### config.mk
export PLATFORM = sky130hd
export DESIGN_NAME = modbus_rtu_telemetry_response_parser
export DESIGN_NICKNAME = d
export VERILOG_FILES = /design/src/rtl/mbrtu_pkg.sv /design/src/rtl/mbrtu_ram.sv /design/src/rtl/mbrtu_crc.sv /design/src/rtl/modbus_rtu_telemetry_response_parser.sv
export SDC_FILE = /design/constraint.sdc
export NUM_CORES = 1
export LEC_CHECK = 0
export BUFFER_PORTS_ARGS = -buffer_cell sky130_fd_sc_hd__buf_2
export CORE_MARGIN = 3
export CORE_UTILIZATION = 58
export DETAILED_ROUTE_END_ITERATION = 8
export PLACE_DENSITY = 0.89
export SYNTH_ARGS = -nofsm -noshare
export SYNTH_HDL_FRONTEND = slang
export SYNTH_SLANG_ARGS = --single-unit
export TNS_END_PERCENT = 20
### constraint.sdc
create_clock -name clk_i -period 13.45 [get_ports clk_i]
set_clock_uncertainty 0.1 [all_clocks]
set_input_delay 0 -clock clk_i [delete_from_list [all_inputs] [get_ports clk_i]]
set_output_delay 0 -clock clk_i [all_outputs]
set_load 0.01 [all_outputs]
### src/rtl/mbrtu_pkg.sv
// Shared types, constants and the CRC byte step for the Modbus RTU response parser.
`default_nettype none
package mbrtu_pkg;

  // Frame layout constants.
  localparam logic [7:0] FN_READ    = 8'h03;
  localparam logic [7:0] EXC_BIT    = 8'h80;
  localparam logic [7:0] FN_EXC     = 8'h83;
  localparam logic [7:0] DATA_BYTES = 8'd16;
  localparam logic [4:0] REPLY_LEN  = 5'd21;
  localparam logic [4:0] EXC_LEN    = 5'd5;
  localparam logic [4:0] DATA_FIRST = 5'd3;
  localparam logic [4:0] DATA_LAST  = 5'd18;
  localparam logic [4:0] MAX_RES_M1 = 5'd31;

  // Range limits for the telemetry checks.
  localparam logic signed [15:0] TEMP_MIN   = -16'sd40;
  localparam logic signed [15:0] TEMP_MAX   = 16'sd150;
  localparam logic signed [22:0] TEMP_SCALE = 23'sd100;
  localparam logic [15:0]        DIR_MAX    = 16'd3;

  // Result status codes.
  typedef enum logic [2:0] {
    ST_INCOMPLETE = 3'd0,
    ST_VALID      = 3'd1,
    ST_MISMATCH   = 3'd2,
    ST_BAD        = 3'd3,
    ST_CRC_ERR    = 3'd4,
    ST_EXCEPTION  = 3'd5,
    ST_OVERFLOW   = 3'd6
  } status_e;

  // Sequencer states.
  typedef enum logic [2:0] {
    S_IDLE,
    S_SCAN,
    S_RD,
    S_USE,
    S_CHECK,
    S_OUT
  } state_e;

  // Control from the sequencer to the CRC unit.
  typedef struct packed {
    logic init;
    logic en;
  } crc_ctrl_t;

  // One byte of Modbus CRC-16 (reflected polynomial 0xA001), eight bit steps.
  function automatic logic [15:0] crc_byte(input logic [15:0] crc, input logic [7:0] b);
    logic [15:0] c;
    c = crc ^ {8'h00, b};
    for (int k = 0; k < 8; k++) begin
      if (c[0]) begin
        c = (c >> 1) ^ 16'hA001;
      end else begin
        c = c >> 1;
      end
    end
    return c;
  endfunction

endpackage
`default_nettype wire

### src/rtl/mbrtu_ram.sv
// Generic single-write, single-read RAM with registered read data.
`default_nettype none
module mbrtu_ram #(
  parameter int WIDTH = 8,
  parameter int DEPTH = 32
) (
  input  wire logic                     clk_i,
  input  wire logic                     we_i,
  input  wire logic [$clog2(DEPTH)-1:0] waddr_i,
  input  wire logic [WIDTH-1:0]         wdata_i,
  input  wire logic [$clog2(DEPTH)-1:0] raddr_i,
  output logic      [WIDTH-1:0]         rdata_o
);

  logic [WIDTH-1:0] mem_q [DEPTH];

  // Write port and registered read port.
  always_ff @(posedge clk_i) begin
    if (we_i) begin
      mem_q[waddr_i] <= wdata_i;
    end
    rdata_o <= mem_q[raddr_i];
  end

endmodule
`default_nettype wire

### src/rtl/mbrtu_crc.sv
// CRC-16 accumulator that takes one byte per cycle.
`default_nettype none
module mbrtu_crc (
  input  wire logic                 clk_i,
  input  wire logic                 rst_ni,
  input  wire mbrtu_pkg::crc_ctrl_t ctrl_i,
  input  wire logic [7:0]           data_i,
  output logic      [15:0]          crc_o
);

  logic [15:0] crc_q, crc_d;

  // Restart at all ones or fold in one byte.
  always_comb begin
    crc_d = crc_q;
    if (ctrl_i.init) begin
      crc_d = 16'hFFFF;
    end else if (ctrl_i.en) begin
      crc_d = mbrtu_pkg::crc_byte(crc_q, data_i);
    end
  end

  always_ff @(posedge clk_i or negedge rst_ni) begin
    if (!rst_ni) begin
      crc_q <= 16'hFFFF;
    end else begin
      crc_q <= crc_d;
    end
  end

  assign crc_o = crc_q;

endmodule
`default_nettype wire

### src/rtl/modbus_rtu_telemetry_response_parser.sv
// Top level of the Modbus RTU telemetry response parser.
// Received bytes are kept in a ring buffer of BUF_DEPTH bytes; after each byte a
// sequencer rescans the buffer front, reading each byte from the buffer RAM in
// an S_RD then S_USE state pair, and emits one result per framing outcome until
// the outcome is incomplete (at most 32 results per request). A scan reads the
// header bytes for a short or incomplete check and also the full 21-byte reply
// with CRC for a reply and waits while the output is stalled. A request may
// take up to 32 scans. An accepted result that ends a request returns the block
// to accepting on the next cycle; a clear request presents its one result on the
// cycle after it is taken. The input is stalled while a request is in work.
// Results are zero in every telemetry field unless status is valid.
`default_nettype none
module modbus_rtu_telemetry_response_parser #(
  parameter int BUF_DEPTH = 32
) (
  input  wire logic               clk_i,
  input  wire logic               rst_ni,
  input  wire logic               cfg_valid_i,
  output logic                    cfg_ready_o,
  input  wire logic [7:0]         cfg_data_i,
  input  wire logic               in_valid_i,
  output logic                    in_stall_o,
  input  wire logic               op_i,
  input  wire logic [7:0]         data_byte_i,
  output logic                    out_valid_o,
  input  wire logic               out_stall_i,
  output logic [2:0]              status_o,
  output logic                    last_o,
  output logic [15:0]             fault_word_o,
  output logic [15:0]             current_centiamps_o,
  output logic [15:0]             rpm_o,
  output logic signed [14:0]      temperature_centideg_o,
  output logic [15:0]             voltage_decivolts_o,
  output logic [1:0]              direction_o,
  output logic [31:0]             hall_ticks_o
);

  localparam int AW = $clog2(BUF_DEPTH);
  localparam int CW = $clog2(BUF_DEPTH + 1);
  localparam logic [AW:0]   DEP  = (AW+1)'(BUF_DEPTH);
  localparam logic [CW-1:0] FULL = CW'(BUF_DEPTH);

  mbrtu_pkg::state_e state_q, state_d;
  logic [7:0]    addr_q;
  logic [AW-1:0] head_q, head_d;
  logic [CW-1:0] fill_q, fill_d;
  logic [4:0]    idx_q, idx_d;
  logic [4:0]    flen_q, flen_d;
  logic          body_q, body_d;
  logic          match_q, match_d;
  logic [4:0]    cnt_q, cnt_d;
  logic [127:0]  data_q;
  logic [7:0]    rxlo_q, rxhi_q;

  logic [2:0]    status_q;
  logic          last_q;
  logic [15:0]   fault_q, cur_q, rpm_q, volt_q;
  logic [14:0]   temp_q;
  logic [1:0]    dir_q;
  logic [31:0]   hall_q;

  logic          we;
  logic [AW:0]   wsum, rsum, hsum;
  logic [AW-1:0] waddr, raddr;
  logic [7:0]    rdata;
  logic [15:0]   crc;
  mbrtu_pkg::crc_ctrl_t crc_ctrl;

  logic          drop_en;
  logic [4:0]    drop_n;
  logic          res_en, res_last, res_telem;
  mbrtu_pkg::status_e res_status;
  logic          shift_en, rxlo_en, rxhi_en;
  logic [4:0]    flen_v;
  logic          len_ok;

  logic signed [15:0] temp_s;
  logic signed [22:0] temp_prod;
  logic [15:0]        dir_r;

  // Buffer addresses: head plus offset, wrapped once.
  assign wsum  = {1'b0, head_q} + (AW+1)'(fill_q);
  assign waddr = (wsum >= DEP) ? AW'(wsum - DEP) : AW'(wsum);
  assign rsum  = {1'b0, head_q} + (AW+1)'(idx_q);
  assign raddr = (rsum >= DEP) ? AW'(rsum - DEP) : AW'(rsum);

  mbrtu_ram #(.WIDTH(8), .DEPTH(BUF_DEPTH)) u_ram (
    .clk_i   (clk_i),
    .we_i    (we),
    .waddr_i (waddr),
    .wdata_i (data_byte_i),
    .raddr_i (raddr),
    .rdata_o (rdata)
  );

  mbrtu_crc u_crc (
    .clk_i  (clk_i),
    .rst_ni (rst_ni),
    .ctrl_i (crc_ctrl),
    .data_i (rdata),
    .crc_o  (crc)
  );

  // Register fields of a collected reply.
  assign temp_s    = $signed(data_q[79:64]);
  assign dir_r     = data_q[47:32];
  assign temp_prod = $signed({{7{temp_s[15]}}, temp_s}) * mbrtu_pkg::TEMP_SCALE;

  // Sequencer: next state, result emission and buffer drops.
  always_comb begin
    state_d    = state_q;
    idx_d      = idx_q;
    flen_d     = flen_q;
    body_d     = body_q;
    match_d    = match_q;
    cnt_d      = cnt_q;
    we         = 1'b0;
    drop_en    = 1'b0;
    drop_n     = 5'd1;
    res_en     = 1'b0;
    res_status = mbrtu_pkg::ST_INCOMPLETE;
    res_last   = 1'b0;
    res_telem  = 1'b0;
    shift_en   = 1'b0;
    rxlo_en    = 1'b0;
    rxhi_en    = 1'b0;
    crc_ctrl   = '0;
    flen_v     = mbrtu_pkg::EXC_LEN;
    len_ok     = 1'b0;
    fill_d     = fill_q;
    head_d     = head_q;

    case (state_q)
      mbrtu_pkg::S_IDLE: begin
        if (in_valid_i) begin
          cnt_d = 5'd0;
          if (op_i) begin
            fill_d     = '0;
            head_d     = '0;
            res_en     = 1'b1;
            res_status = mbrtu_pkg::ST_INCOMPLETE;
            res_last   = 1'b1;
          end else if (fill_q >= FULL) begin
            res_en     = 1'b1;
            res_status = mbrtu_pkg::ST_OVERFLOW;
          end else begin
            we      = 1'b1;
            fill_d  = fill_q + 1'b1;
            state_d = mbrtu_pkg::S_SCAN;
          end
        end
      end

      mbrtu_pkg::S_SCAN: begin
        if (fill_q == '0) begin
          res_en = 1'b1;
        end else begin
          idx_d   = 5'd0;
          body_d  = 1'b0;
          state_d = mbrtu_pkg::S_RD;
        end
      end

      mbrtu_pkg::S_RD: begin
        state_d = mbrtu_pkg::S_USE;
      end

      mbrtu_pkg::S_USE: begin
        if (!body_q) begin
          // Header bytes: address, function, byte count.
          if (idx_q == 5'd0) begin
            match_d = (rdata == addr_q);
            if (fill_q < CW'(2)) begin
              res_en = 1'b1;
            end else begin
              idx_d   = 5'd1;
              state_d = mbrtu_pkg::S_RD;
            end
          end else if (idx_q == 5'd1) begin
            if (rdata == mbrtu_pkg::FN_READ) begin
              if (fill_q < CW'(3)) begin
                res_en = 1'b1;
              end else begin
                idx_d   = 5'd2;
                state_d = mbrtu_pkg::S_RD;
              end
            end else if (rdata == mbrtu_pkg::FN_EXC) begin
              flen_v = mbrtu_pkg::EXC_LEN;
              len_ok = 1'b1;
            end else begin
              drop_en    = 1'b1;
              res_en     = 1'b1;
              res_status = match_q ? mbrtu_pkg::ST_BAD : mbrtu_pkg::ST_MISMATCH;
            end
          end else begin
            if (rdata != mbrtu_pkg::DATA_BYTES) begin
              drop_en    = 1'b1;
              res_en     = 1'b1;
              res_status = match_q ? mbrtu_pkg::ST_BAD : mbrtu_pkg::ST_MISMATCH;
            end else begin
              flen_v = mbrtu_pkg::REPLY_LEN;
              len_ok = 1'b1;
            end
          end
          // Known frame kind: wait for the whole frame, skip it or check it.
          if (len_ok) begin
            flen_d = flen_v;
            if (fill_q < CW'(flen_v)) begin
              res_en = 1'b1;
            end else if (!match_q) begin
              drop_en    = 1'b1;
              drop_n     = flen_v;
              res_en     = 1'b1;
              res_status = mbrtu_pkg::ST_MISMATCH;
            end else begin
              crc_ctrl.init = 1'b1;
              body_d        = 1'b1;
              idx_d         = 5'd0;
              state_d       = mbrtu_pkg::S_RD;
            end
          end
        end else begin
          // Frame body: CRC over all but the last two bytes, collect registers.
          crc_ctrl.en = (idx_q < flen_q - 5'd2);
          shift_en    = (idx_q >= mbrtu_pkg::DATA_FIRST) && (idx_q <= mbrtu_pkg::DATA_LAST);
          rxlo_en     = (idx_q == flen_q - 5'd2);
          rxhi_en     = (idx_q == flen_q - 5'd1);
          if (rxhi_en) begin
            state_d = mbrtu_pkg::S_CHECK;
          end else begin
            idx_d   = idx_q + 5'd1;
            state_d = mbrtu_pkg::S_RD;
          end
        end
      end

      mbrtu_pkg::S_CHECK: begin
        res_en  = 1'b1;
        drop_en = 1'b1;
        if ({rxhi_q, rxlo_q} != crc) begin
          res_status = mbrtu_pkg::ST_CRC_ERR;
        end else if (flen_q == mbrtu_pkg::EXC_LEN) begin
          drop_n     = mbrtu_pkg::EXC_LEN;
          res_status = mbrtu_pkg::ST_EXCEPTION;
        end else if (temp_s < mbrtu_pkg::TEMP_MIN || temp_s > mbrtu_pkg::TEMP_MAX ||
                     dir_r > mbrtu_pkg::DIR_MAX) begin
          res_status = mbrtu_pkg::ST_BAD;
        end else begin
          drop_n     = mbrtu_pkg::REPLY_LEN;
          res_status = mbrtu_pkg::ST_VALID;
          res_telem  = 1'b1;
        end
      end

      mbrtu_pkg::S_OUT: begin
        if (!out_stall_i) begin
          cnt_d   = cnt_q + 5'd1;
          state_d = last_q ? mbrtu_pkg::S_IDLE : mbrtu_pkg::S_SCAN;
        end
      end

      default: begin
        state_d = mbrtu_pkg::S_IDLE;
      end
    endcase

    // A scan outcome ends the request when incomplete or at the result limit.
    if (res_en) begin
      state_d = mbrtu_pkg::S_OUT;
      if (res_status == mbrtu_pkg::ST_INCOMPLETE || cnt_d == mbrtu_pkg::MAX_RES_M1) begin
        res_last = 1'b1;
      end
    end

    // Drop bytes from the buffer front; dropping everything rewinds the head.
    hsum = {1'b0, head_q} + (AW+1)'(drop_n);
    if (drop_en) begin
      if (CW'(drop_n) >= fill_q) begin
        fill_d = '0;
        head_d = '0;
      end else begin
        fill_d = fill_q - CW'(drop_n);
        head_d = (hsum >= DEP) ? AW'(hsum - DEP) : AW'(hsum);
      end
    end
  end

  // Control registers.
  always_ff @(posedge clk_i or negedge rst_ni) begin
    if (!rst_ni) begin
      state_q <= mbrtu_pkg::S_IDLE;
      addr_q  <= 8'd1;
      head_q  <= '0;
      fill_q  <= '0;
      idx_q   <= 5'd0;
      flen_q  <= mbrtu_pkg::EXC_LEN;
      body_q  <= 1'b0;
      match_q <= 1'b0;
      cnt_q   <= 5'd0;
    end else begin
      state_q <= state_d;
      head_q  <= head_d;
      fill_q  <= fill_d;
      idx_q   <= idx_d;
      flen_q  <= flen_d;
      body_q  <= body_d;
      match_q <= match_d;
      cnt_q   <= cnt_d;
      if (cfg_valid_i && cfg_ready_o) begin
        addr_q <= cfg_data_i;
      end
    end
  end

  // Frame payload registers and the result register.
  always_ff @(posedge clk_i) begin
    if (shift_en) begin
      data_q <= {data_q[119:0], rdata};
    end
    if (rxlo_en) begin
      rxlo_q <= rdata;
    end
    if (rxhi_en) begin
      rxhi_q <= rdata;
    end
    if (res_en) begin
      status_q <= res_status;
      last_q   <= res_last;
      fault_q  <= res_telem ? data_q[127:112] : 16'd0;
      cur_q    <= res_telem ? data_q[111:96]  : 16'd0;
      rpm_q    <= res_telem ? data_q[95:80]   : 16'd0;
      temp_q   <= res_telem ? temp_prod[14:0] : 15'd0;
      volt_q   <= res_telem ? data_q[63:48]   : 16'd0;
      dir_q    <= res_telem ? dir_r[1:0]      : 2'd0;
      hall_q   <= res_telem ? data_q[31:0]    : 32'd0;
    end
  end

  assign cfg_ready_o            = 1'b1;
  assign in_stall_o             = (state_q != mbrtu_pkg::S_IDLE);
  assign out_valid_o            = (state_q == mbrtu_pkg::S_OUT);
  assign status_o               = status_q;
  assign last_o                 = last_q;
  assign fault_word_o           = fault_q;
  assign current_centiamps_o    = cur_q;
  assign rpm_o                  = rpm_q;
  assign temperature_centideg_o = temp_q;
  assign voltage_decivolts_o    = volt_q;
  assign direction_o            = dir_q;
  assign hall_ticks_o           = hall_q;

  // The buffer never holds more than its depth.
  assert property (@(posedge clk_i) disable iff (!rst_ni) fill_q <= FULL)
    else $error("fill count exceeds buffer depth");

  // A clear request yields one final incomplete result.
  assert property (@(posedge clk_i) disable iff (!rst_ni)
    in_valid_i && !in_stall_o && op_i |=>
      out_valid_o && last_o && status_o == mbrtu_pkg::ST_INCOMPLETE)
    else $error("clear did not produce a final incomplete result");

  // Taking a final result frees the input side.
  assert property (@(posedge clk_i) disable iff (!rst_ni)
    out_valid_o && !out_stall_i && last_o |=> !in_stall_o && !out_valid_o)
    else $error("block did not return to accepting after final result");

  // Hall ticks and fault word are zero unless the result is valid.
  assert property (@(posedge clk_i) disable iff (!rst_ni)
    out_valid_o && status_o != mbrtu_pkg::ST_VALID |-> hall_ticks_o == 32'd0 &&
      fault_word_o == 16'd0)
    else $error("telemetry fields set on a non-valid result");

endmodule
`default_nettype wire
# After elaboration in Yosys (flattened, before gate mapping)
# Memory sizes are Yosys's and may differ from the RTL's. A register that Yosys moved wholly into a read port is not among the register bits.
# Cells that the tools add are included.
[classes] reduce_logical=21 n_eq_ne=24 order_cmp=14 bitwise_logic=10 add_sub_neg=12 multipliers=1 n_mux=160
[op_table] cell="16-bit 2-to-1 mux" n=24
[op_table] cell="5-bit 2-to-1 mux" n=33
[op_table] cell="3-bit 2-to-1 mux" n=27
[op_table] cell="1-bit 2-to-1 mux" n=57
[op_table] cell="6-bit 2-to-1 mux" n=6
[op_table] cell="5-bit one-hot mux with 2 select lines" n=3
[op_table] cell="6-bit greater-or-equal comparator, second input constant" n=4
[op_table] cell="2-bit inverter with 3-bit output" n=8
[op_table] cell="5-bit by 1-bit subtractor with 5-bit output, second input constant" n=4
[op_table] cell="3-bit != test, second input constant" n=6
[op_table] cell="3-bit one-hot mux with 6 select lines" n=1
[op_table] cell="16-bit by 2-bit > comparator with 1-bit output, second input constant" n=1
[op_table] cell="16-bit by 9-bit > comparator with 1-bit output, second input constant" n=1
[op_table] cell="16-bit by 7-bit < comparator with 1-bit output, second input constant" n=1
[op_table] cell="16-bit by 6-bit multiplier with 13-bit output, second input constant" n=1
[op_table] cell="16-bit != test" n=1
[op_table] cell="16-bit by 8-bit XOR with 16-bit output" n=1
[op_table] cell="3-bit AND reduction" n=5
[op_table] cell="5-bit by 5-bit adder with 6-bit output" n=2
[op_table] cell="6-bit by 2-bit < comparator with 1-bit output, second input constant" n=2
[op_table] cell="5-bit by 1-bit adder with 5-bit output, second input constant" n=2
[op_table] cell="5-bit equality test" n=2
[op_table] cell="2-bit 2-to-1 mux" n=5
[op_table] cell="2-bit nonzero test" n=5
[op_table] cell="other kinds (33)" n=40
[word_totals] out_inout_bits=120 register_bits=316 wordCells=266 memories=1 inputBits=22 ramBits=256
[memory_table] memory="u_ram.mem_q" depth=32 word_bits=8 rd=1 rd_ports_with_merged_regs=1 wr=1 line="mbrtu_ram.sv:15" text="logic [WIDTH-1:0] mem_q [DEPTH];"

# Longest topological paths before layout
# Gate-level depths: netlist of the first run.
[logic_depth] ltp_word=41 depth_mapped=18 depth_no_buf=18

# Hierarchy
# From an unflattened synthesis of the first run, not the netlist that was laid out.
[hier_totals] cells_unflattened=1357 hier_area_um2=23615.1
[by_module_without_submodules] mod="modbus_rtu_telemetry_response_parser" seq_area_each_um2=8654.6 n_inst=1 area_per_inst_um2=12665.9 cells_each=853
[by_module_without_submodules] mod="mbrtu_ram" seq_area_each_um2=7847.5 n_inst=1 area_per_inst_um2=10053.4 cells_each=417
[by_module_without_submodules] mod="mbrtu_crc" seq_area_each_um2=420.4 n_inst=1 area_per_inst_um2=895.9 cells_each=87

# Worst setup path before layout of the first run
# OpenSTA, ideal clock, no wires.
[synth_path] path_type="register -> register" startpoint="register idx_q[1]" endpoint="register data_q[0] (enable)" period_less_slack_ns=11.189 t_required_ns=12.545 n_path_buf=0 setup_slack_ns=2.261 arrival_time_ns=10.283 stages_incl_launch_ff=5 setup_time_ns=0.805 path_cell_list="dfrtp_1 -> inv_1 -> o21ai_0 -> nor3_1 -> a211oi_1"
[synth_via] elab_chain_len=4 elab_cells_between_ends=5 classes_between="order compare (2); mux (2); reduce/logical (1)"
[synth_lines] item="from (decl)" line="modbus_rtu_telemetry_response_parser.sv:47" text="logic [4:0] idx_q, idx_d;"
[synth_lines] item="from (signal assigned)" line="modbus_rtu_telemetry_response_parser.sv:304" text="idx_q <= idx_d;"
[synth_lines] item="5-bit by 2-bit greater-or-equal comparator with 1-bit output / 5-bit <= comparator (equally long branches)" line="modbus_rtu_telemetry_response_parser.sv:225" text="shift_en = (idx_q >= mbrtu_pkg::DATA_FIRST) && (idx_q <= mbrtu_pkg::DATA_LAST);"
[synth_lines] item="1-bit logical AND (*)" line="modbus_rtu_telemetry_response_parser.sv:225"
[synth_lines] item="1-bit 2-to-1 mux (*)" line="modbus_rtu_telemetry_response_parser.sv:169" text="if (!body_q) begin"
[synth_lines] item="1-bit 2-to-1 mux (*)" line="modbus_rtu_telemetry_response_parser.sv:133" text="case (state_q)"
[synth_lines] item="net shift_en" line="modbus_rtu_telemetry_response_parser.sv:73" text="logic shift_en, rxlo_en, rxhi_en;"
[synth_lines] item="to (signal assigned)" line="modbus_rtu_telemetry_response_parser.sv:318" text="data_q <= {data_q[119:0], rdata};"
[synth_lines] item="to (decl)" line="modbus_rtu_telemetry_response_parser.sv:52" text="logic [127:0] data_q;"
# The timed path passes the listed nets; every way through them passes the cells marked *.
# A chain may end at the register's enable or synchronous reset.

# Final worst setup path of the first run
[layout_path] startpoint="register idx_q[1]" endpoint="register rpm_q[0], in the netlist rpm_o[0] (enable)"
[layout_via] elab_chain_len=10 elab_cells_between_ends=18 classes_between="order compare (1); eq/ne (1); mux (15); reduce/logical (1)"
[layout_lines] item="5-bit by 1-bit equality test with 1-bit output" line="modbus_rtu_telemetry_response_parser.sv:179" text="end else if (idx_q == 5'd1) begin"
[layout_lines] item="5-bit 2-to-1 mux" line="modbus_rtu_telemetry_response_parser.sv:179"
[layout_lines] item="5-bit 2-to-1 mux" line="modbus_rtu_telemetry_response_parser.sv:171" text="if (idx_q == 5'd0) begin"
[layout_lines] item="5-bit 2-to-1 mux" line="modbus_rtu_telemetry_response_parser.sv:169"
[layout_lines] item="5-bit 2-to-1 mux" line="modbus_rtu_telemetry_response_parser.sv:133"
[layout_lines] item="6-bit by 5-bit < comparator with 1-bit output" line="modbus_rtu_telemetry_response_parser.sv:208" text="if (fill_q < CW'(flen_v)) begin"
[layout_lines] item="1-bit 2-to-1 mux" line="modbus_rtu_telemetry_response_parser.sv:208"
[layout_lines] item="1-bit 2-to-1 mux (*)" line="modbus_rtu_telemetry_response_parser.sv:206" text="if (len_ok) begin"
[layout_lines] item="1-bit 2-to-1 mux (*)" line="modbus_rtu_telemetry_response_parser.sv:169"
[layout_lines] item="1-bit one-hot mux with 4 select lines (*)" line="modbus_rtu_telemetry_response_parser.sv:133"
[layout_lines] item="net res_en" line="modbus_rtu_telemetry_response_parser.sv:71" text="logic res_en, res_last, res_telem;"
[layout_lines] item="to (signal assigned)" line="modbus_rtu_telemetry_response_parser.sv:331" text="rpm_q <= res_telem ? data_q[95:80] : 16'd0;"
[layout_lines] item="to (decl)" line="modbus_rtu_telemetry_response_parser.sv:57" text="logic [15:0] fault_q, cur_q, rpm_q, volt_q;"
# The timed path passes the listed nets; every way through them passes the cells marked *. The select of a mux whose other input is x is not followed.

==> impl_metrics.ini, run 1 <==
[status]
status = completed

[synthesis]
synth-main-ff-cell = edfxtp_1
syn_area_sq_um = 23500
avgSynthCellArea_sq_um = 17.4
synthArstFlopShare_pct = 8.89
synth_edf_count = 515
ys_ff_latch = 574
seq_area_frac_synth_pct = 72.0
yosys-top-cells-area = edfxtp_1 66%, mux4_2 7.7%, dfrtp_1 3.6%, and2_1 3.1%, ha_1 2.9%
synthDominantAreaCellType = edfxtp_1
synth_top_area_share_pct = 65.8
netlist_instances = 1349
synth_cell_types = 78
yosysWarnings = 0

[sta]
slew_headroom_pct = 23.0
max_freq_mhz = 210
drv_slew = 0
finalCritPeriodShare_pct = 35.4
setup_tns_ns = 0
hold_viol = 0
rsz0062_at_grt = false
setup_violations = 0
worst_pin_slew_ns = 1.15
period_minus_slack_ns = 4.76

[global_route]
grt_pass1_wl_um = 74500
grt_max_degree = 112
grt-ovfl-total = 0
antenna_found_initial = 0
grtUsageTotal_pct = 22.1
grt_pass1_vias = 12700

[detailed_routing]
drt_iter0_drc = 1147
dr.pass1.iters = 7
drc = 0
route.final.wire_length_um = 47500
vias_per_cell = 5.94
ant_nets = 0
vias = 12500
wl_per_cell_um = 22.6

[job]
maxCapViolations = 0

[floorplanning]
die_w_um = 207
io_pins = 142
num_rows = 73
die_h_um = 207
die_area_sq_um = 43000
start_util_pct = 58.9
core_sq_um = 39900

[hold_path]
hp-class = primary input to flop

[final_layout]
insertedDiodeCount = 0
num-nets-final = 1622
layout_common_cells = 515 x edfxtp_1, 138 x buf_2, 116 x and2_1, 80 x mux4_2, 78 x nor2_1
nFillCells = 2442
stdcell_count = 2104
final_common_cell = edfxtp_1
syn_to_final_growth_pct = 14.0
drive_above_1_share_pct = 23.4

[placed_design]
dp.cells = 1976
place_congestion = 0.918
post-dp-hpwl_um = 29500
numPortBuffers = 138

[clock_tree]
cts_hold_buf = 29
cts_tree = done
post_cts_resized = 0
cts_buffer_depth = 3
post-cts-setup-buffer-count = 0
numCtsBuffers = 53
numClockSinks = 574
clk_pin_slew_ns = 0.06
clock_latency_ns = 0.61
cts-root-buf = clkbuf_16
h-tree-depth = 2

[setup_path]
arrival_ns = 4.86
cp.required_ns = 13.55
start_kind = flop
cp_max_fo = 84
critPathKind = flop to flop
end_kind = flop

[power]
leakage_nw = 9.41
power_density_nw_per_um2 = 191
irDropWorstVdd_uv = 130
==> Yosys cell counts (4+ instances only) <==
library cell and n:
nand2_1 44, dfstp_2 17, o22a_1 6, a22o_1 5, o21ai_0 22, a21oi_1 35
a21o_1 10, o31ai_1 4, nor4_1 8, buf_2 13, edfxtp_1 515, clkbuf_1 28
nor3_1 9, and2_1 116, nor2b_1 7, and3_1 4, buf_4 4, mux4_2 80
fa_1 10, nand3_1 13, xor2_1 11, nor2_1 78, nand4_1 18, mux2_2 18
dfrtp_1 34, ha_1 55, dfxtp_1 8, xnor2_1 59, inv_1 43
==> flip-flops by register name (all words and copies together) (netlist names) <==
| register | flops |
|---|---|
| current_centiamps_o | 16 |
| flen_q | 1 |
| idx_q | 5 |
| head_q | 5 |
| voltage_decivolts_o | 16 |
| status_o | 3 |
| hall_ticks_o | 32 |
| addr_q | 8 |
| u_ram.rdata_o | 8 |
| body_q | 1 |
| temperature_centideg_o | 13 |
| rpm_o | 16 |
| rxhi_q | 8 |
| direction_o | 2 |
| u_ram.mem_q | 256 |
| state_q | 3 |
| fill_q | 6 |
| rxlo_q | 8 |
| u_crc.crc_o | 16 |
| match_q | 1 |
| data_q | 128 |
| fault_word_o | 16 |
| cnt_q | 5 |
| last_o | 1 |
==> final timing paths <==
| path | startpoint | end | slack [ns] | cells past startpoint |
|---|---|---|---|---|
| worst max-delay path | idx_q[1] | rpm_o[0] | 8.69 | 12 |
| worst min-delay path | cfg_valid_i | addr_q[1] | 0.25 | 3 |
| worst max register to register | idx_q[1] | rpm_o[0] | 8.69 | 12 |
| worst min register to register | data_q[80] | data_q[88] | 0.34 | 0 |
| max in group asynchronous | rst_ni | fill_q[1] | 12.28 | 4 |
| min in group asynchronous | rst_ni | idx_q[2] | 0.51 | 4 |
==> critical path, cell delays in order (launching register included) <==
cell	delay [ns]
dfrtp_1	0.48
inv_1	0.16
ha_1	0.19
or4b_4	0.51
and2_4	0.20
nand2_1	0.08
ha_1	0.22
o21ai_0	0.19
nand2_1	0.10
nand2_1	0.11
a21oi_1	0.12
o221ai_4	0.88
buf_4	0.94
==> layer usage <==
| metal | GRT usage [%] | part of all wire (%) |
|---|---|---|
| met3 | 4.20 | 7.0 |
| met1 | 30.2 | 40 |
| met2 | 37.2 | 51 |
| met4 | 5.97 | 2.4 |
| met5 | 0 | 0 |
==> stage by stage <==
stage	instance area (sq um)	util, %	hold slack [ns]	power, mW	setup slack (ns)
global placement	24800	62.0	0.0526	3.58	8.87
detailed placement	24800	62.0	0.0624	3.63	8.73
floorplan	23500	-	-0.396	3.28	2.26
finish	26800	67.1	0.254	5.12	8.69
CTS	26800	67.1	0.204	5.14	8.72
global route	26800	67.1	0.241	5.32	8.37
==> cell families after synthesis <==
group | Yosys count | synth area share [%]
flip-flops | 574 | 72.0
adder cells (fa/ha/maj) | 65 | 3.78
XOR/XNOR | 70 | 2.61
AO/OA/AOI/OAI | 119 | 3.56
AND/OR/NAND/NOR | 328 | 7.68
other | 2 | 0.0320
multiplexers | 101 | 8.66
buffers and inverters | 90 | 1.65
==> power breakdown <==
part / switching, mW / internal (mW)
logic: 0.737 / 0.594
registers: 0.132 / 2.16
clock network: 0.658 / 0.832
total: 1.53 / 3.59
==> area by class of cell <==
type,count,area (sq um),area share [%]
multi-input cells,686,6250,23.3
flip-flops and latches,574,16900,63.2
inverters,43,161,0.603
clock inverters,37,365,1.36
repair buffers,177,1060,3.94
well taps,525,657,2.45
clock buffers,62,1370,5.12
No activity file was read; power rests on OpenSTA's default activity.
==> inputs of run 2 (changes only) <==
clock period = 4.7 ns   (was 13.45 ns; I/O delays follow)
==> run 2 against run 1 <==
Effect of this change:
- global-route usage increased by 1.9 points
- via count up 2.0%
- largest power group unchanged
- die area unchanged
- critical path type unchanged
- critical endpoint is now head_q[3]
==> impl_metrics.ini, run 2 (synthesis gave the netlist of run 1 again) <==
[detailed_routing]
ant_nets = 0
vias = 12800
wl_per_cell_um = 23.8
vias_per_cell = 6.02
drc = 0
dr.pass1.iters = 6
drt_iter0_drc = 1346
route.final.wire_length_um = 50500

[floorplanning]
die_h_um = 207
num_rows = 73
io_pins = 142
start_util_pct = 58.9
die_w_um = 207
core_sq_um = 39900
die_area_sq_um = 43000

[hold_path]
holdCritStartpoint = cfg_valid_i
min_to = addr_q[5]
min_path_cells = 3
hp-class = primary input to flop

[setup_path]
cp.required_ns = 5.08
r2r_end = head_q[3]
start_kind = flop
cp_max_fo = 9
r2r-start = idx_q[0]
critPathKind = flop to flop
r2r_slack_ns = 0.25
arrival_ns = 4.83
end_kind = flop
reg2reg_depth = 18

[global_route]
grt_max_degree = 112
grt_pass1_vias = 13200
grt_pass1_wl_um = 79700
antenna_found_initial = 0
grtUsageTotal_pct = 24.0
grt-ovfl-total = 0

[power]
power_frac_seq_pct = 43.7
power_frac_clock_pct = 29.4
leakage_nw = 9.53
irDropWorstVdd_uv = 350
p_sw_mw = 4.49
power_density_nw_per_um2 = 554
p_sw_share_pct = 30.0
comb_power_share_pct = 26.9
p_int_mw = 10.5

[placed_design]
numPortBuffers = 138
place_congestion = 0.919
post-dp-hpwl_um = 31100

[final_layout]
num-nets-final = 1638
insertedDiodeCount = 0
largest_register_ffs = 256
utilization_pct = 67.6
layout_common_cells = 515 x edfxtp_1, 138 x buf_2, 116 x and2_1, 80 x mux4_2, 77 x nor2_1
final_common_cell = edfxtp_1
largest_register = u_ram.mem_q
syn_to_final_growth_pct = 14.9
drive_above_1_share_pct = 24.5

[clock_tree]
post-cts-setup-buffer-count = 0
clk_pin_slew_ns = 0.07
clock_latency_ns = 0.61
cts_buffer_depth = 3
h-tree-depth = 2
numCtsBuffers = 55
cts_tree = done
numClockSinks = 574
cts-root-buf = clkbuf_16

[sta]
rsz0062_at_grt = false
drv_slew = 0
finalCritPeriodShare_pct = 94.8
setup_violations = 0
worst_pin_slew_ns = 1.05
slew_headroom_pct = 29.6
period_minus_slack_ns = 4.45
hold_viol = 0
setup_tns_ns = 0
max_freq_mhz = 225

[job]
maxCapViolations = 0

[status]
status = completed
[run 2: cell types whose count changed in the layout (fill, tap and decap cells not counted), sizes merged]
| cell | delta |
|---|---|
| buf | +14 |
| inv | +3 |
| clkinv | -2 |
| clkinvlp | -2 |
| bufinv | +1 |
| clkbuf | +1 |
[run 2: what timing repair did]
action                                  in CTS  in global routing
endpoints found under the hold margin      330                  0
gates resized for setup                      0                  4
hold buffers                                29                  0
endpoints found under the setup margin       0                  5
[run 2: per-stage QoR]
step	setup WS [ns]	instance area, sq um	total power, mW	hold WS (ns)	cells
finish	0.246	27000	15.0	0.258	2119
CTS	0.171	27000	15.0	0.207	2119
detailed placement	0.208	24900	10.6	0.0649	1990
floorplan	0.0102	23500	9.30	-0.396	1350
global route	0.0344	27000	15.6	0.265	2119
global placement	0.421	24900	10.4	0.0595	1990
[run 2: worst max-delay path: stages (launching register included)]
cell      delay [ns]
dfrtp_2         0.47
inv_1           0.14
ha_1            0.20
or4b_4          0.52
and2_4          0.20
nand2_1         0.10
ha_1            0.16
nor2_1          0.08
a211oi_4        0.35
and2_1          0.21
a21oi_1         0.07
ha_1            0.35
nor2b_1         0.16
o31a_1          0.28
o21a_1          0.20
nor2_1          0.16
nor2_2          0.12
a21o_1          0.22
a22o_1          0.22
[run 2: worst max path at each step]
stage | startpoint | endpoint | cells after the start
2_1_floorplan | state_q[2] | data_q[0] | 5
3_3_place_gp | idx_q[0] | head_q[3] | 18
3_5_place_dp | idx_q[0] | head_q[3] | 18
4_1_cts | idx_q[0] | head_q[3] | 18
5_1_grt | idx_q[0] | head_q[3] | 18
6_report | idx_q[0] | head_q[3] | 18
[run 2: power groups by stage]
| stage | Combinational (mW) | Sequential [mW] | Clock [mW] |
|---|---|---|---|
| floorplan | 2.58 | 6.72 | 0 |
| global placement | 3.81 | 6.58 | 0 |
| detailed placement | 3.94 | 6.62 | 0 |
| CTS | 4.04 | 6.53 | 4.46 |
| global route | 4.32 | 6.58 | 4.67 |
| finish | 4.03 | 6.54 | 4.40 |
[run 2: metal layers]
metal  routed length, um  up-vias  track usage (%)
met5                   0        -                0
met3                3830      129             4.79
met4                1710        0             7.96
li1                    -     5550                -
met2               25900      624             40.4
met1               19100     6453             31.8
[run 2: cell type report]
class                      instances  area (sq um)
fill                            2382         12900
inverter                          43           161
clock inverter                    37           365
sequential                       574         16900
multi-input combinational        686          6260
timing repair buffer             191          1210
tap                              525           657
clock buffer                      63          1410
